`src/rtl/core/swm_outq.sv`:
```
module swm_outq #(
	parameter int SAMPLE_BITS = 32
) (
	input  logic                          clk,
	input  logic                          arst_n,
	input  logic                          push,
	input  logic signed [SAMPLE_BITS-1:0] push_min,
	input  logic                          push_err,
	output logic                          full,
	output logic                          out_valid,
	input  logic                          out_ready,
	output logic signed [SAMPLE_BITS-1:0] out_min,
	output logic                          out_err
);
	logic [1:0]                    count_q;
	logic signed [SAMPLE_BITS-1:0] min0_q, min1_q;
	logic                          err0_q, err1_q;
	logic                          pop;
	logic                          head_wr;

	assign out_valid = (count_q != 2'd0);
	assign full      = (count_q == 2'd2);
	assign pop       = out_valid && out_ready;
	assign out_min   = min0_q;
	assign out_err   = err0_q;
	assign head_wr   = push && ((count_q == 2'd0) || (pop && count_q == 2'd1));

	always_ff @(posedge clk or negedge arst_n) begin
		if (!arst_n) begin
			count_q <= 2'd0;
		end else begin
			if (push && !pop) begin
				count_q <= count_q + 2'd1;
			end else if (pop && !push) begin
				count_q <= count_q - 2'd1;
			end
		end
	end

	// head always sits in entry 0
	always_ff @(posedge clk) begin
		if (head_wr) begin
			min0_q <= push_min;
			err0_q <= push_err;
		end else if (pop) begin
			min0_q <= min1_q;
			err0_q <= err1_q;
		end
		if (push && !head_wr) begin
			min1_q <= push_min;
			err1_q <= push_err;
		end
	end

	a_no_overflow: assert property (@(posedge clk) disable iff (!arst_n)
		push |-> !full)
		else $error("result queue overflow");

endmodule

```
`config.mk`:
```
export PLATFORM = sky130hd
export DESIGN_NAME = swm_outq
export DESIGN_NICKNAME = d
export VERILOG_FILES = /design/src/rtl/core/swm_outq.sv
export SDC_FILE = /design/constraint.sdc
export NUM_CORES = 1
export LEC_CHECK = 0
export ABC_AREA = 0
export BUFFER_PORTS_ARGS = -buffer_cell sky130_fd_sc_hd__buf_2
export CORE_MARGIN = 2
export CORE_UTILIZATION = 40
export CTS_CLUSTER_DIAMETER = 30
export DETAILED_ROUTE_END_ITERATION = 10
export HOLD_SLACK_MARGIN = 0.05
export PLACE_DENSITY = 0.6
export SETUP_SLACK_MARGIN = 0.3
export SLEW_MARGIN = 20
export SYNTH_ARGS = -nofsm -noshare
export SYNTH_HDL_FRONTEND = slang
export SYNTH_SLANG_ARGS = --single-unit
```
`constraint.sdc`:
```
create_clock -name clk -period 2.4 [get_ports clk]
set_input_delay 0.12 -clock clk [delete_from_list [all_inputs] [get_ports clk]]
set_output_delay 0.12 -clock clk [all_outputs]
set_load 0.05 [all_outputs]
```
== Yosys cells after proc, flatten, opt, wreduce, memory -nomap -nowiden ==
Cells that the tools add are included.
Widths: inputs -> output; s select.
Storage, ports and cells
  word-level logic and storage cells: 29
  bits of input ports: 37
  output and inout port bits: 35
  register bits after elaboration: 68
Cells by class
  add/sub/neg operators: 2
  equal/unequal tests: 2
  reduce and logical (&&, ||, !) cells: 14
  multiplexer cells: 6
Operators with widths (number)
  $mux 32: 2
  $logic_and 1x1->1: 6
  $reduce_bool 2->1: 3
  $mux 2: 2
  $logic_not 1->1: 3
  $add 2x1->2 const B: 1
  $eq 2x1->1 const B: 1
  $eq 2x2->1 const B: 1
  $logic_not 2->1: 1
  $mux 1: 2
  $sub 2x1->2 const B: 1
  $logic_or 1x1->1: 1

== Depth between registers and ports, before layout ==
  depth in word-level cells: 7
  gate-level depth with buffers: 6

== Worst setup path after synthesis ==
No wires, ideal clock.
  path kind: flip-flop to flip-flop
  start point: register count_q[0]
  end point: register err1_q, enable pin
  path buffers: 0
  arrival time: 1.741 ns
  stages on the path, launching flop included: 5
  clock period less this slack: 2.134 ns
  library setup time: 0.393 ns
  path slack: 0.266 ns
  cells stage by stage: dfrtp_1 > inv_1 > ha_1 > a21oi_2 > and2_1
Between the ends
  longest elaborated chain between the ends: 7
  elaborated cells between the ends (all ways): 9
RTL lines
  start, declared: line 15  | logic [1:0] count_q;
  start signal, assigned: line 33  | count_q <= count_q + 2'd1;
  start signal, assigned: line 35  | count_q <= count_q - 2'd1;
  $reduce_bool 2->1: line 21  | assign out_valid = (count_q != 2'd0);
  $logic_and 1x1->1: line 23  | assign pop = out_valid && out_ready;
  $logic_and 1x1->1: line 26  | assign head_wr = push && ((count_q == 2'd0) || (pop && count_q == 2'd1));
  $logic_or 1x1->1 (*): line 26
  $logic_and 1x1->1 (*): line 26
  $logic_not 1->1 (*): line 49  | if (push && !head_wr) begin
  $logic_and 1x1->1 (*): line 49
  end signal, assigned: line 51  | err1_q <= push_err;
  end, declared: line 17  | logic err0_q, err1_q;
Mark *: on every way between the ends. The rest lies on a longest branch, timed or not.
A chain may end at the register's enable or synchronous reset.

== Final worst setup path ==
  start point: register count_q[0]
  end point: register min0_q[6] (netlist: out_min[6]), data pin
Between the ends
  longest elaborated chain between the ends: 6
  elaborated cells between the ends (all ways): 8
RTL lines
  $reduce_bool 2->1: line 21
  $logic_and 1x1->1: line 23
  $logic_and 1x1->1: line 26
  $logic_or 1x1->1 (*): line 26
  $logic_and 1x1->1 (*): line 26
  $mux 32 (*): line 42  | if (head_wr) begin
  end signal, assigned: line 43  | min0_q <= push_min;
  end signal, assigned: line 46  | min0_q <= min1_q;
  end, declared: line 16  | logic signed [SAMPLE_BITS-1:0] min0_q, min1_q;
Marks and branches as above.

==> metrics.md <==
| Metric | Value |
|---|---|
| CTS Sinks | 68 |
| TritonCTS clock tree | done |
| Final Max Slew Viols | 0 |
| Die H | 91.31 um |
| Tmin final | 1.780 ns |
| Post-synth EDFFs | 66 |
| FFs w/ async S/R, synth | 2.941% |
| Via count | 1907 |
| Xor/xnor share of the synthesized area | 0.5745% |
| RSZ-0062 raised after global routing | false |
| Crit path kind | reg -> reg |
| Highest-delay cell along the critical path | dfrtp_1 |
| Maximum root-to-sink buffer count | 2 |
| Status | finished clean |
| Post-Place Cells | 360 |
| Area contributors post-synth | edfxtp_1, o32ai_2, inv_1, nand2_1, buf_6 |
| Die X | 91.31 um |
| Layout area overhead | 31.27% |
| Worst Skew | 0.006275 ns |
| Required time worst endpoint | 2.46 ns |
| Worst-path clk slew | 0.07 ns |
| DIE AREA | 8338 um^2 |
| Mux contribution to synthesized area | 0% |
| Max cap viols | 0 |
| DR WL/cell | 14.49 um |
| DR vias/cell | 4.651 |
| Max Freq | 0.5619 GHz |
| Unique masters post-synth | 17 |
| Synthesized area | 3049 um^2 |
| Post-synthesis register bit count | 68 |
| Hold WC Path Type | in -> async |
| Worst Tran Pin Value | 0.5694 ns |
| Port bufs | 71 |
| Placed wire-length estimate | 3.648 mm |
| All-Layer GR Usage | 15.17% |
| Main synth FF type | edfxtp_1 |
| CP cell instances | inv_1 > ha_1 > and2_2 > buf_12 > o32ai_2 |
| Met3 Track Usage GR | 5.809% |
| WL final | 5.942 mm |
| Post-synthesis cell count | 200 |
| Compound-cell area share of the yosys netlist | 17.32% |
| Hold Vio Cnt, Final | 0 |
| DRT antenna net count | 0 |
| Max IR drop VDD | 619.4 uV |
| Layout cells sized above 1 | 40.84% |
| DR iter-0 viols | 122 |
| Pre-antenna DRT Iters | 4 |
| Num rows | 31 |
| Inserted Clock Buffers | 9 |
| P per Cell Area | 1305 nW/um^2 |
| Gpl congestion | 0.7291 |
| Data arrival, critical path | 1.84 ns |
| Fillcell total | 637 |
| GR Layer Usage met1 | 18.95% |
| Total gr overflow | 0 |
| Post-DP Area | 3495 um^2 |
| Synth Warn # | 0 |
| Register area share after synthesis | 66.64% |
| Post-synth net total | 241 |
| Main combinational cell family by area after synthesis | compound AO/OA/AOI/OAI gates |
| Pin count of the biggest net entering global routing | 34 |
| Period Utilization, post-route | 74.15% |
| Nets | 347 |
| Critical Path Start Type | flop |
| # diodes | 0 |
| Core area | 7331 um^2 |
| Worst skew pair latency | 0.33 ns |
| Post-route cell area | 4003 um^2 |
| CTS HTree Levels | 3 |
| IO Count | 72 |
| Number of global-route vias before repair | 1910 |
| Worst Path Max Fanout | 23 |
| Synthesized area per cell | 15.25 um^2 |
| GR Util met2 | 24.88% |
| Crit path buf inv count | 2 |
| Synth Area in Simple Gates | 5.416% |
| Initial antenna violation count | 0 |
| Dominant cell type by area after synthesis | edfxtp_1 |
| Root Buffer | clkbuf_8 |
| Synth cell count leaders | edfxtp_1, inv_1, nand2_1, o32ai_2, buf_6 |
| Worst slew margin | 62.04% |
| Initial core utilization | 41.59% |
| Delay-heaviest family, CP | flip-flops |
| Worst Setup End Kind | flop |
| Static leakage | 0.001643 uW |
| Slowest stage delay, CP | 0.40 ns |
| Gr busiest metal | met2 |
| Setup-failing EPs final | 0 |
| Overall power | 5223 uW |
| DR DRC count | 0 |
| Cell Count, Final, Fillers Out | 410 |
| Hold_ws | 0.09323 ns |
| Top-area cell type share of the netlist area | 65.00% |
| Synthesized-area fraction occupied by adder cells | 1.641% |
| Most frequent cell after synthesis | edfxtp_1 |
| First-pass GRT wire length | 9.666 mm |
| Setup_tns | 0 ns |
[metrics by stage]
| step | utilization, % | setup WS, ns |
|---|---|---|
| 2_1_floorplan | - | 0.4582 |
| 3_3_place_gp | 47.67 | 0.6431 |
| 3_5_place_dp | 47.67 | 0.5945 |
| 4_1_cts | 54.60 | 0.5904 |
| 5_1_grt | 54.60 | 0.4662 |
| 6_report | 54.60 | 0.6203 |
[metal layers]
layer | part of all wire (%) | vias up
li1 | - | 937
met1 | 44 | 911
met2 | 50 | 57
met3 | 5.5 | 2
met4 | 0.42 | 0
met5 | 0 | -
[worst register-to-register path, stage by stage (launching register included)]
cell	delay, ns
dfrtp_1	0.40
inv_1	0.09
ha_1	0.26
and2_2	0.40
buf_12	0.25
o32ai_2	0.10
[sequential cells by signal (all words and copies together), names as in the netlist]
| name | flops |
|---|---|
| err1_q | 1 |
| count_q | 2 |
| min1_q | 32 |
| out_err | 1 |
| out_min | 32 |
[what timing repair did]
action,CTS,global route
setup endpoints to repair,0,0
endpoints found under the hold margin,35,0
setup buffers,0,0
gates resized for setup,0,0
hold buffers,34,0
[layout make-up]
cell class	count	area, um^2	share of cell area, %
Timing Repair Buffer	110	770.7	19.26
Clock buffer	9	123.9	3.095
Sequential cell	68	2032	50.77
Multi-Input combinational cell	81	773.2	19.32
Inverter	36	135.1	3.376
Clock inverter	7	43.79	1.094
Tap cell	99	123.9	3.095
[layout by cell type (no fill, tap or decap), drive strengths merged]
cell type	count
clkbuf	9
and3	1
ha	4
xnor2	1
clkinv	5
clkinvlp	2
dfrtp	2
nand2	36
nand2b	1
a21oi	1
o21ai	1
edfxtp	66
buf	76
inv	36
xor2	1
and2	2
o32ai	33
dlygate4sd3	34
[cell families after synthesis]
logic type	Yosys count
simple gates	40
xor+xnor	2
flops	68
buf+inv	51
compound gates	35
fa+ha+maj	4
[final timing paths]
| path | startpoint | end | slack, ns | depth (start not counted) |
|---|---|---|---|---|
| worst min-delay path | arst_n | count_q[1]$_DFFE_PN0P_ | 0.09 | 2 |
| worst max-delay path | count_q[0]$_DFFE_PN0P_ | out_min[6]$_DFFE_PP_ | 0.62 | 5 |
| max in group asynchronous | arst_n | count_q[0]$_DFFE_PN0P_ | 2.21 | 2 |
| worst min register to register | count_q[0]$_DFFE_PN0P_ | count_q[0]$_DFFE_PN0P_ | 0.50 | 1 |
| worst max register to register | count_q[0]$_DFFE_PN0P_ | out_min[6]$_DFFE_PP_ | 0.62 | 5 |
| min in group clk | out_ready | count_q[0]$_DFFE_PN0P_ | 0.32 | 4 |
[where the power goes]
group	internal, uW	switching [uW]
clock	368	424
combinational	712	1730
sequential	1870	117
total	2950	2280
Note: power is estimated with default switching activity, not from simulation.
