**config.mk**
```make
export PLATFORM = sky130hd
export DESIGN_NAME = swm_dp
export DESIGN_NICKNAME = d
export VERILOG_FILES = /design/src/rtl/core/swm_pkg.sv /design/src/rtl/core/swm_dp.sv
export SDC_FILE = /design/constraint.sdc
export NUM_CORES = 2
export LEC_CHECK = 0
export BUFFER_PORTS_ARGS = -buffer_cell sky130_fd_sc_hd__buf_2
export CAP_MARGIN = 0
export CELL_PAD_IN_SITES_DETAIL_PLACEMENT = 0
export CELL_PAD_IN_SITES_GLOBAL_PLACEMENT = 1
export CORE_MARGIN = 3
export CORE_UTILIZATION = 56
export CTS_BUF_LIST = sky130_fd_sc_hd__clkbuf_16
export DETAILED_ROUTE_END_ITERATION = 6
export GPL_ROUTABILITY_DRIVEN = 0
export PLACE_DENSITY_LB_ADDON = 0.25
export SYNTH_ARGS = -nofsm -noshare
export SYNTH_HDL_FRONTEND = slang
export SYNTH_SLANG_ARGS = --single-unit
```
**constraint.sdc**
```tcl
create_clock -name clk -period 6.7 [get_ports clk]
set_input_delay 0.67 -clock clk [delete_from_list [all_inputs] [get_ports clk]]
set_output_delay 0.67 -clock clk [all_outputs]
set_load 0.02 [all_outputs]
```
**src/rtl/core/swm_pkg.sv**
```systemverilog
package swm_pkg;

	localparam int CMD_BITS = 2;
	localparam int SEQ_BITS = 32;
	localparam int CFG_BITS = 7;

	localparam logic [CMD_BITS-1:0] CMD_COMMIT = 2'd0;
	localparam logic [CMD_BITS-1:0] CMD_PEEK   = 2'd1;
	localparam logic [CMD_BITS-1:0] CMD_CLEAR  = 2'd2;

	// controller -> datapath
	typedef struct packed {
		logic accept;
		logic scan_start;
		logic scan_finish;
	} swm_cmd_t;

	// datapath -> controller
	typedef struct packed {
		logic need_scan;
		logic scan_done;
	} swm_sts_t;

endpackage

```
**src/rtl/core/swm_dp.sv**
```systemverilog
module swm_dp import swm_pkg::*; #(
	parameter int MAX_WINDOW  = 64,
	parameter int SAMPLE_BITS = 32
) (
	input  logic                          clk,
	input  logic                          arst_n,
	input  logic                          cfg_valid,
	input  logic [CFG_BITS-1:0]           cfg_window_length,
	input  logic [CMD_BITS-1:0]           in_cmd,
	input  logic [SEQ_BITS-1:0]           in_seq_number,
	input  logic signed [SAMPLE_BITS-1:0] in_sample_value,
	input  swm_cmd_t                      cmd,
	output swm_sts_t                      sts,
	output logic                          push,
	output logic signed [SAMPLE_BITS-1:0] push_min,
	output logic                          push_err
);
	localparam int AW = $clog2(MAX_WINDOW);
	localparam int LW = AW + 1;

	logic signed [SAMPLE_BITS-1:0] ring [MAX_WINDOW];

	logic [LW-1:0]                 win_len_q;
	logic [AW-1:0]                 min_slot_q, write_slot_q;
	logic [SEQ_BITS-1:0]           next_seq_q;
	logic                          filled_q;
	logic signed [SAMPLE_BITS-1:0] min_val_q;

	// rescan
	logic [AW-1:0]                 scan_idx_q, best_slot_q, raddr_q, rd_addr_s1;
	logic                          scan_commit_q, issue_q, rd_valid_s1, rd_last_s1;
	logic                          scan_done_q;
	logic signed [SAMPLE_BITS-1:0] best_val_q, rd_data_s1;

	logic cmd_ok, seq_ok, valid_op, is_commit, v_le_min, take_v, mem_we;
	logic raddr_last;
	logic signed [SAMPLE_BITS-1:0] res_val;
	logic [LW-1:0] len_sat, ws_plus2;

	assign cmd_ok    = (in_cmd == CMD_COMMIT) || (in_cmd == CMD_PEEK);
	assign seq_ok    = (in_seq_number == next_seq_q);
	assign valid_op  = cmd_ok && seq_ok;
	assign is_commit = (in_cmd == CMD_COMMIT);
	assign v_le_min  = (in_sample_value <= min_val_q);
	// first sample after a clear is its own minimum
	assign take_v    = (!filled_q && write_slot_q == '0) || v_le_min;
	assign res_val   = take_v ? in_sample_value : min_val_q;
	assign mem_we    = cmd.accept && valid_op && is_commit;
	assign ws_plus2  = {1'b0, write_slot_q} + LW'(2);
	assign raddr_last = ({1'b0, raddr_q} == win_len_q - LW'(1));

	assign sts.need_scan = valid_op && filled_q && !v_le_min && (write_slot_q == min_slot_q);
	assign sts.scan_done = scan_done_q;

	assign push = (cmd.accept && !sts.need_scan) || cmd.scan_finish;
	always_comb begin
		push_min = '0;
		push_err = 1'b0;
		priority if (cmd.scan_finish) begin
			push_min = best_val_q;
		end else if (!cmd_ok) begin
			push_min = '0;
		end else if (!seq_ok) begin
			push_err = 1'b1;
		end else begin
			push_min = res_val;
		end
	end

	always_comb begin
		if (int'(cfg_window_length) < 2) begin
			len_sat = LW'(2);
		end else if (int'(cfg_window_length) > MAX_WINDOW) begin
			len_sat = LW'(MAX_WINDOW);
		end else begin
			len_sat = LW'(cfg_window_length);
		end
	end

	always_ff @(posedge clk or negedge arst_n) begin
		if (!arst_n) begin
			win_len_q    <= (14 > MAX_WINDOW) ? LW'(MAX_WINDOW) : LW'(14);
			min_slot_q   <= '0;
			write_slot_q <= '0;
			next_seq_q   <= '0;
			filled_q     <= 1'b0;
		end else if (cfg_valid) begin
			win_len_q    <= len_sat;
			min_slot_q   <= '0;
			write_slot_q <= '0;
			next_seq_q   <= '0;
			filled_q     <= 1'b0;
		end else if (cmd.accept && in_cmd == CMD_CLEAR) begin
			min_slot_q   <= '0;
			write_slot_q <= '0;
			next_seq_q   <= '0;
			filled_q     <= 1'b0;
		end else if (mem_we) begin
			next_seq_q <= next_seq_q + SEQ_BITS'(1);
			if (take_v) min_slot_q <= write_slot_q;
			if (filled_q) begin
				if ({1'b0, write_slot_q} == win_len_q - LW'(1)) write_slot_q <= '0;
				else write_slot_q <= write_slot_q + AW'(1);
			end else begin
				write_slot_q <= write_slot_q + AW'(1);
				if (ws_plus2 >= win_len_q) filled_q <= 1'b1;
			end
		end else if (cmd.scan_finish && scan_commit_q) begin
			min_slot_q <= best_slot_q;
		end
	end

	always_ff @(posedge clk) begin
		if (mem_we && take_v) begin
			min_val_q <= in_sample_value;
		end else if (cmd.scan_finish && scan_commit_q) begin
			min_val_q <= best_val_q;
		end
	end

	// sample ring, one write and one registered read port
	always_ff @(posedge clk) begin
		if (mem_we) ring[write_slot_q] <= in_sample_value;
		rd_data_s1 <= ring[raddr_q];
	end

	always_ff @(posedge clk or negedge arst_n) begin
		if (!arst_n) begin
			issue_q     <= 1'b0;
			rd_valid_s1 <= 1'b0;
			scan_done_q <= 1'b0;
			raddr_q     <= '0;
		end else begin
			rd_valid_s1 <= issue_q;
			scan_done_q <= rd_valid_s1 && rd_last_s1;
			if (cmd.scan_start) begin
				issue_q <= 1'b1;
				raddr_q <= '0;
			end else if (issue_q) begin
				raddr_q <= raddr_q + AW'(1);
				if (raddr_last) issue_q <= 1'b0;
			end
		end
	end

	always_ff @(posedge clk) begin
		rd_addr_s1 <= raddr_q;
		rd_last_s1 <= raddr_last;
		if (cmd.scan_start) begin
			scan_idx_q    <= write_slot_q;
			scan_commit_q <= is_commit;
			best_val_q    <= in_sample_value;
			best_slot_q   <= write_slot_q;
		end else if (rd_valid_s1 && rd_addr_s1 != scan_idx_q && rd_data_s1 < best_val_q) begin
			// strict compare keeps the new sample, then the lowest slot, on ties
			best_val_q  <= rd_data_s1;
			best_slot_q <= rd_addr_s1;
		end
	end

	a_scan_in_window: assert property (@(posedge clk) disable iff (!arst_n)
		rd_valid_s1 |-> ({1'b0, rd_addr_s1} < win_len_q))
		else $error("rescan read outside the window");

	a_no_write_during_scan: assert property (@(posedge clk) disable iff (!arst_n)
		issue_q |-> !mem_we)
		else $error("ring written while rescan is running");

endmodule

```
; Word-level counts from Yosys, hierarchy flattened
; Memories as Yosys holds them, arrays and structs flattened. A register that Yosys moved wholly into a read port is not among the register bits.
; Cells that the tools add are included.
[op_classes]
n_eq_ne = 8
order_cmp = 5
add_sub_neg = 5
reduce_logical = 28
mux = 40
[ops]
columns = cell, n
row1 = 32-bit 2-to-1 mux, 11
row2 = 6-bit 2-to-1 mux, 14
row3 = "32-bit by 1-bit adder with 32-bit output, second input constant", 1
row4 = 32-bit == test, 1
row5 = 32-bit less-or-equal comparator, 1
row6 = 32-bit less-than comparator, 1
row7 = 6-bit by 7-bit == test with 1-bit output, 2
row8 = 1-bit logical AND, 14
row9 = 7-bit 2-to-1 mux, 2
row10 = 1-bit 2-to-1 mux, 13
row11 = "6-bit by 1-bit adder with 6-bit output, second input constant", 2
row12 = "6-bit by 2-bit adder with 7-bit output, second input constant", 1
row13 = 7-bit >= comparator, 1
row14 = "7-bit > comparator, second input constant", 1
row15 = "7-bit by 2-bit less-than comparator with 1-bit output, second input constant", 1
row16 = "7-bit by 1-bit subtractor with 7-bit output, second input constant", 1
row17 = 6-bit == test, 1
row18 = 6-bit zero test, 1
row19 = 6-bit != test, 1
row20 = 2-bit nonzero test, 3
row21 = "4-bit by 3-bit != test with 1-bit output, second input constant", 1
row22 = 4-bit nonzero test, 1
row23 = 1-bit zero test, 3
row24 = 1-bit logical OR, 3
row25 = 5 further kinds, 5
[totals]
mem_bits_rw = 2048
ff_bits = 145
memories = 1
output_inout_bits = 36
[memory_table]
columns = name, words, word_bits, read_ports, rd_clocked_by_memory_dff, wr, line_no
row1 = ring, 64, 32, 1, 1, 1, swm_dp.sv:21  ; logic signed [SAMPLE_BITS-1:0] ring [MAX_WINDOW];

; Depth between registers and ports, before layout
[depth]
ltp_word = 9
mapped_depth = 11
depth_no_buf = 9

; Worst setup path after synthesis
; No wires, ideal clock.
[synth_timing]
path_type = input -> register
startpoint = input in_seq_number[24]
endpoint = memory ring[63][0], enable pin
path_stages = 6
arrival_time_ns = 4.937
setup_slack_ns = 1.261
setup_time_ns = 0.502
path_cell_list = xnor2_1 > nand4_1 > nor4_2 > nand3_2 > clkbuf_1 > nor4_1
[synth_via]
elab_chain_len = 6
[synth_lines]
columns = item, line_no
row1 = from (decl), swm_dp.sv:10  ; input logic [SEQ_BITS-1:0] in_seq_number,
row2 = 32-bit == test, swm_dp.sv:41  ; assign seq_ok = (in_seq_number == next_seq_q);
row3 = 1-bit logical AND, swm_dp.sv:42  ; assign valid_op = cmd_ok && seq_ok;
row4 = 1-bit logical AND (2 in a row), swm_dp.sv:48  ; assign mem_we = cmd.accept && valid_op && is_commit;
row5 = 1-bit 2-to-1 mux, swm_dp.sv:123  ; if (mem_we) ring[write_slot_q] <= in_sample_value;
row6 = 1-bit 2-to-1 mux (not written as such), swm_dp.sv:123
row7 = to (decl), swm_dp.sv:21
; No other way between the ends.

; Worst setup path after layout
[layout_timing]
startpoint = register min_val_q[13]
endpoint = output push_min[11]
[layout_via]
elab_chain_len = 6
[layout_lines]
columns = item, line_no
row1 = from (decl), swm_dp.sv:27  ; logic signed [SAMPLE_BITS-1:0] min_val_q;
row2 = from (signal assigned), swm_dp.sv:115  ; min_val_q <= in_sample_value;
row3 = from (signal assigned), swm_dp.sv:117  ; min_val_q <= best_val_q;
row4 = 32-bit less-or-equal comparator, swm_dp.sv:44  ; assign v_le_min = (in_sample_value <= min_val_q);
row5 = 1-bit logical OR, swm_dp.sv:46  ; assign take_v = (!filled_q && write_slot_q == '0) || v_le_min;
row6 = 32-bit 2-to-1 mux, swm_dp.sv:47  ; assign res_val = take_v ? in_sample_value : min_val_q;
row7 = 32-bit 2-to-1 mux, swm_dp.sv:63  ; end else if (!seq_ok) begin
row8 = 32-bit 2-to-1 mux, swm_dp.sv:61  ; end else if (!cmd_ok) begin
row9 = 32-bit 2-to-1 mux, swm_dp.sv:59  ; priority if (cmd.scan_finish) begin
row10 = to (decl), swm_dp.sv:15  ; output logic signed [SAMPLE_BITS-1:0] push_min,
; No other way between the ends.

==> run_results.csv <==
group,metric,value,unit
pwr,peakVddDrop,0.256,mV
clocking,htreeDepth,4,
floorplanning,die_h,404,µm
setup_path,cp.buffers_inverters,3,
logic_synthesis,synth_edf_count,2125,
logic_synthesis,synthCells,4058,
logic_synthesis,netlist_area,88600,µm²
grt,overflow,0,
timing,max_freq,181,MHz
clocking,hold_buffers,0,
clocking,cts_buffers,216,
grt,antenna_found_initial,31,
routing,drt_wl_total,223000,µm
grt,grt_pass1_wl,319000,µm
clocking,tritoncts,"built",
final_layout,drive_gt1_frac,0.307,
setup_path,cp_top_family,"simple AND/OR/NAND/NOR gates",
pwr,p_int,0.0229,W
timing,skew,0.0474,ns
routing,drt_iter0_markers,6550,
setup_path,path_cells,"inv_1 -> ha_1 -> nand4_1 -> nor4_1 -> a21boi_1 -> o41ai_1 -> a21oi_4 -> buf_4 -> nand3_1 -> nand3_1 -> buf_2",
timing,rsz0062_at_grt,"no",
setup_path,cp-start-kind,"flip-flop",
min_path,hold_path.class,"in -> async",
setup_path,criticalPathCategory,"reg -> out",
grt,grt_pass1_vias,43186,
floorplanning,die_w,404,µm
clocking,insertion_delay,0.83,ns
flow_run,cap_violations,0,
setup_path,crit_fanout,21,
timing,slew_headroom,0.235,
timing,setup_tns,0,ns
pwr,p_seq_frac,0.525,
logic_synthesis,synth.area.top_cells,"edfxtp_1 (72%), mux4_2 (17%), dfrtp_1 (1.6%), ha_1 (1.1%), dfxtp_1 (0.88%)",
status,status,"complete, but fails checks",
logic_synthesis,syn-num-nets,4216,
logic_synthesis,synthTopCellsByCount,"edfxtp_1 (2125), mux4_2 (672), clkbuf_1 (129)",
final_layout,fillerInstances,10424,
setup_path,end_kind,"output pin",
timing,finalCritPeriodShare,0.825,
floorplanning,die_area,163000,µm²
floorplanning,fp-row-count,145,
timing,tightest_slew,1.14,ns
clocking,cts_sinks,2225,
routing,ant_nets,0,
timing,period_needed,5.52,ns
logic_synthesis,synth_top_area_share,0.720,
clocking,clk_pin_slew_worst_paths,0.06,ns
logic_synthesis,syn_avg_cell_area,21.8,µm²
placed_design,dp_hpwl,134000,µm
logic_synthesis,synth-seq-cells,2225,
clocking,cts-root-buf,"clkbuf_16",
logic_synthesis,synth.most_common_cell,"edfxtp_1",
setup_path,reg2reg_slack,1.85,ns
floorplanning,core-area,157000,µm²
clocking,cts_setup_buffers,0,
pwr,power_frac_comb,0.090,
grt,grt_max_degree,138,
pwr,power.density,300,nW/µm²
setup_path,r2r-start,"min_val_q[13]$_DFFE_PP_",
clocking,ctsLongestPathBuffers,3,
floorplanning,start_util,0.565,
clocking,post_cts_resized,0,
routing,dr.pass1.iters,7,
logic_synthesis,yosysWarningCount,0,
routing,via_per_inst,6.60,
grt,grt_use_total,0.278,
setup_path,worstRegToRegCells,10,
setup_path,critPathRequiredTime,6.03,ns
final_layout,final_util,0.633,
logic_synthesis,ys.flop_type,"edfxtp_1",
timing,finalMaxSlewViolations,0,
setup_path,rr_endpoint,"min_val_q[27]$_DFFE_PP_",
pwr,switching_share,0.231,
setup_path,worst_path_largest_cell_delay,0.62,ns
setup_path,cp_common_cell,"nand3_1",
logic_synthesis,ys_seq_area_frac,0.747,
logic_synthesis,synth_top_area_cell,"edfxtp_1",
final_layout,syn_to_final_growth,12.0,%
placed_design,port_buffers,114,
setup_path,worstPathArrival,4.85,ns
routing,drc_errors,2,
pwr,switchingPower,0.00687,W
pwr,p_clk_frac,0.385,
status,violations,"DRC",
routing,wire_per_inst,34.0,µm
setup_path,slowest_stage,"nor4_1",
timing,final-setup-viol-count,0,
final_layout,nets,4474,
logic_synthesis,synth_cell_type_count,68,
timing,hold_viol,0,
routing,num_vias,43319,
timing,whs,0.0373,ns
pwr,p_leak,31.4,nW
floorplanning,io_pins,115,
logic_synthesis,async_flop_share,0.0274,
state kept, by name, indices dropped and copies added, names as in the netlist, 7 cells and up:
| signal | flops |
|---|---|
| best_val_q | 32 |
| win_len_q | 7 |
| min_val_q | 32 |
| rd_data_s1 | 32 |
| ring | 2048 |
| next_seq_q | 32 |
cells by family after synthesis:
| group | share of synthesized area |
|---|---|
| multiplexers | 0.181 |
| AO/OA/AOI/OAI | 0.0103 |
| XOR/XNOR | 0.00955 |
| adder cells (fa/ha/maj) | 0.0112 |
| buffers and inverters | 0.0145 |
| flip-flops | 0.747 |
| AND/OR/NAND/NOR | 0.0267 |
stage by stage:
stage | cell area, µm² | setup WS, ns | instances | total power [W]
after floorplan | 88600 | 1.26 | 4058 | 0.0175
after global placement | 92500 | 1.91 | 6156 | 0.0186
after detailed placement | 92500 | 1.70 | 6156 | 0.0186
after CTS | 99200 | 1.28 | 6561 | 0.0299
after global routing | 99200 | 1.02 | 6561 | 0.0306
final | 99200 | 1.18 | 6564 | 0.0298
power by group through the flow:
stage / logic, W / registers [W] / clock network (W)
6_report: 0.00267 / 0.0156 / 0.0114
5_1_grt: 0.00285 / 0.0156 / 0.0121
3_3_place_gp: 0.00264 / 0.0159 / 0
2_1_floorplan: 0.00172 / 0.0158 / 0
3_5_place_dp: 0.00267 / 0.0159 / 0
4_1_cts: 0.00268 / 0.0156 / 0.0116
layout by cell type (no fill, tap or decap), types with 54 or more instances in the layout:
cell and count:
nor2_1 63, mux4_2 672, ha_1 79, buf_4 134
buf_2 113, nor3_1 54, nand2_1 71, clkbuf_16 218
inv_1 150, nor2_4 63, xnor2_1 74, nand3_1 87
edfxtp_1 2125
final cells by class:
type,count,area (µm²),area share
flip-flops and latches,2225,66100,0.667
multi-input cells,1524,21700,0.218
clock buffers,218,5460,0.0550
well taps,2058,2570,0.0260
repair buffers,259,1810,0.0183
clock inverters,187,1230,0.0124
inverters,90,338,0.00340
diodes,3,7.51,0.0000757
how the worst max path moves through the flow:
stage                                        from                      end  slack [ns]  cells past startpoint
after detailed placement      in_sample_value[13]  min_val_q[27]$_DFFE_PP_        1.70                     10
after global placement        in_sample_value[13]  min_val_q[20]$_DFFE_PP_        1.91                     10
after CTS                 min_val_q[13]$_DFFE_PP_             push_min[11]        1.28                     11
after global routing      min_val_q[13]$_DFFE_PP_             push_min[11]        1.02                     11
after floorplan                 in_seq_number[24]    ring[63][0]$_DFFE_PP_        1.26                      6
final                     min_val_q[13]$_DFFE_PP_             push_min[11]        1.18                     11
routing by layer:
metal / global-route usage / part of all wire / vias up
met5: 0 / 0 / -
met4: 0.0655 / 0.024 / 0
met3: 0.0569 / 0.10 / 335
met2: 0.434 / 0.48 / 2380
met1: 0.414 / 0.40 / 23072
li1: - / - / 17532
(Power assumes the default switching activity.)
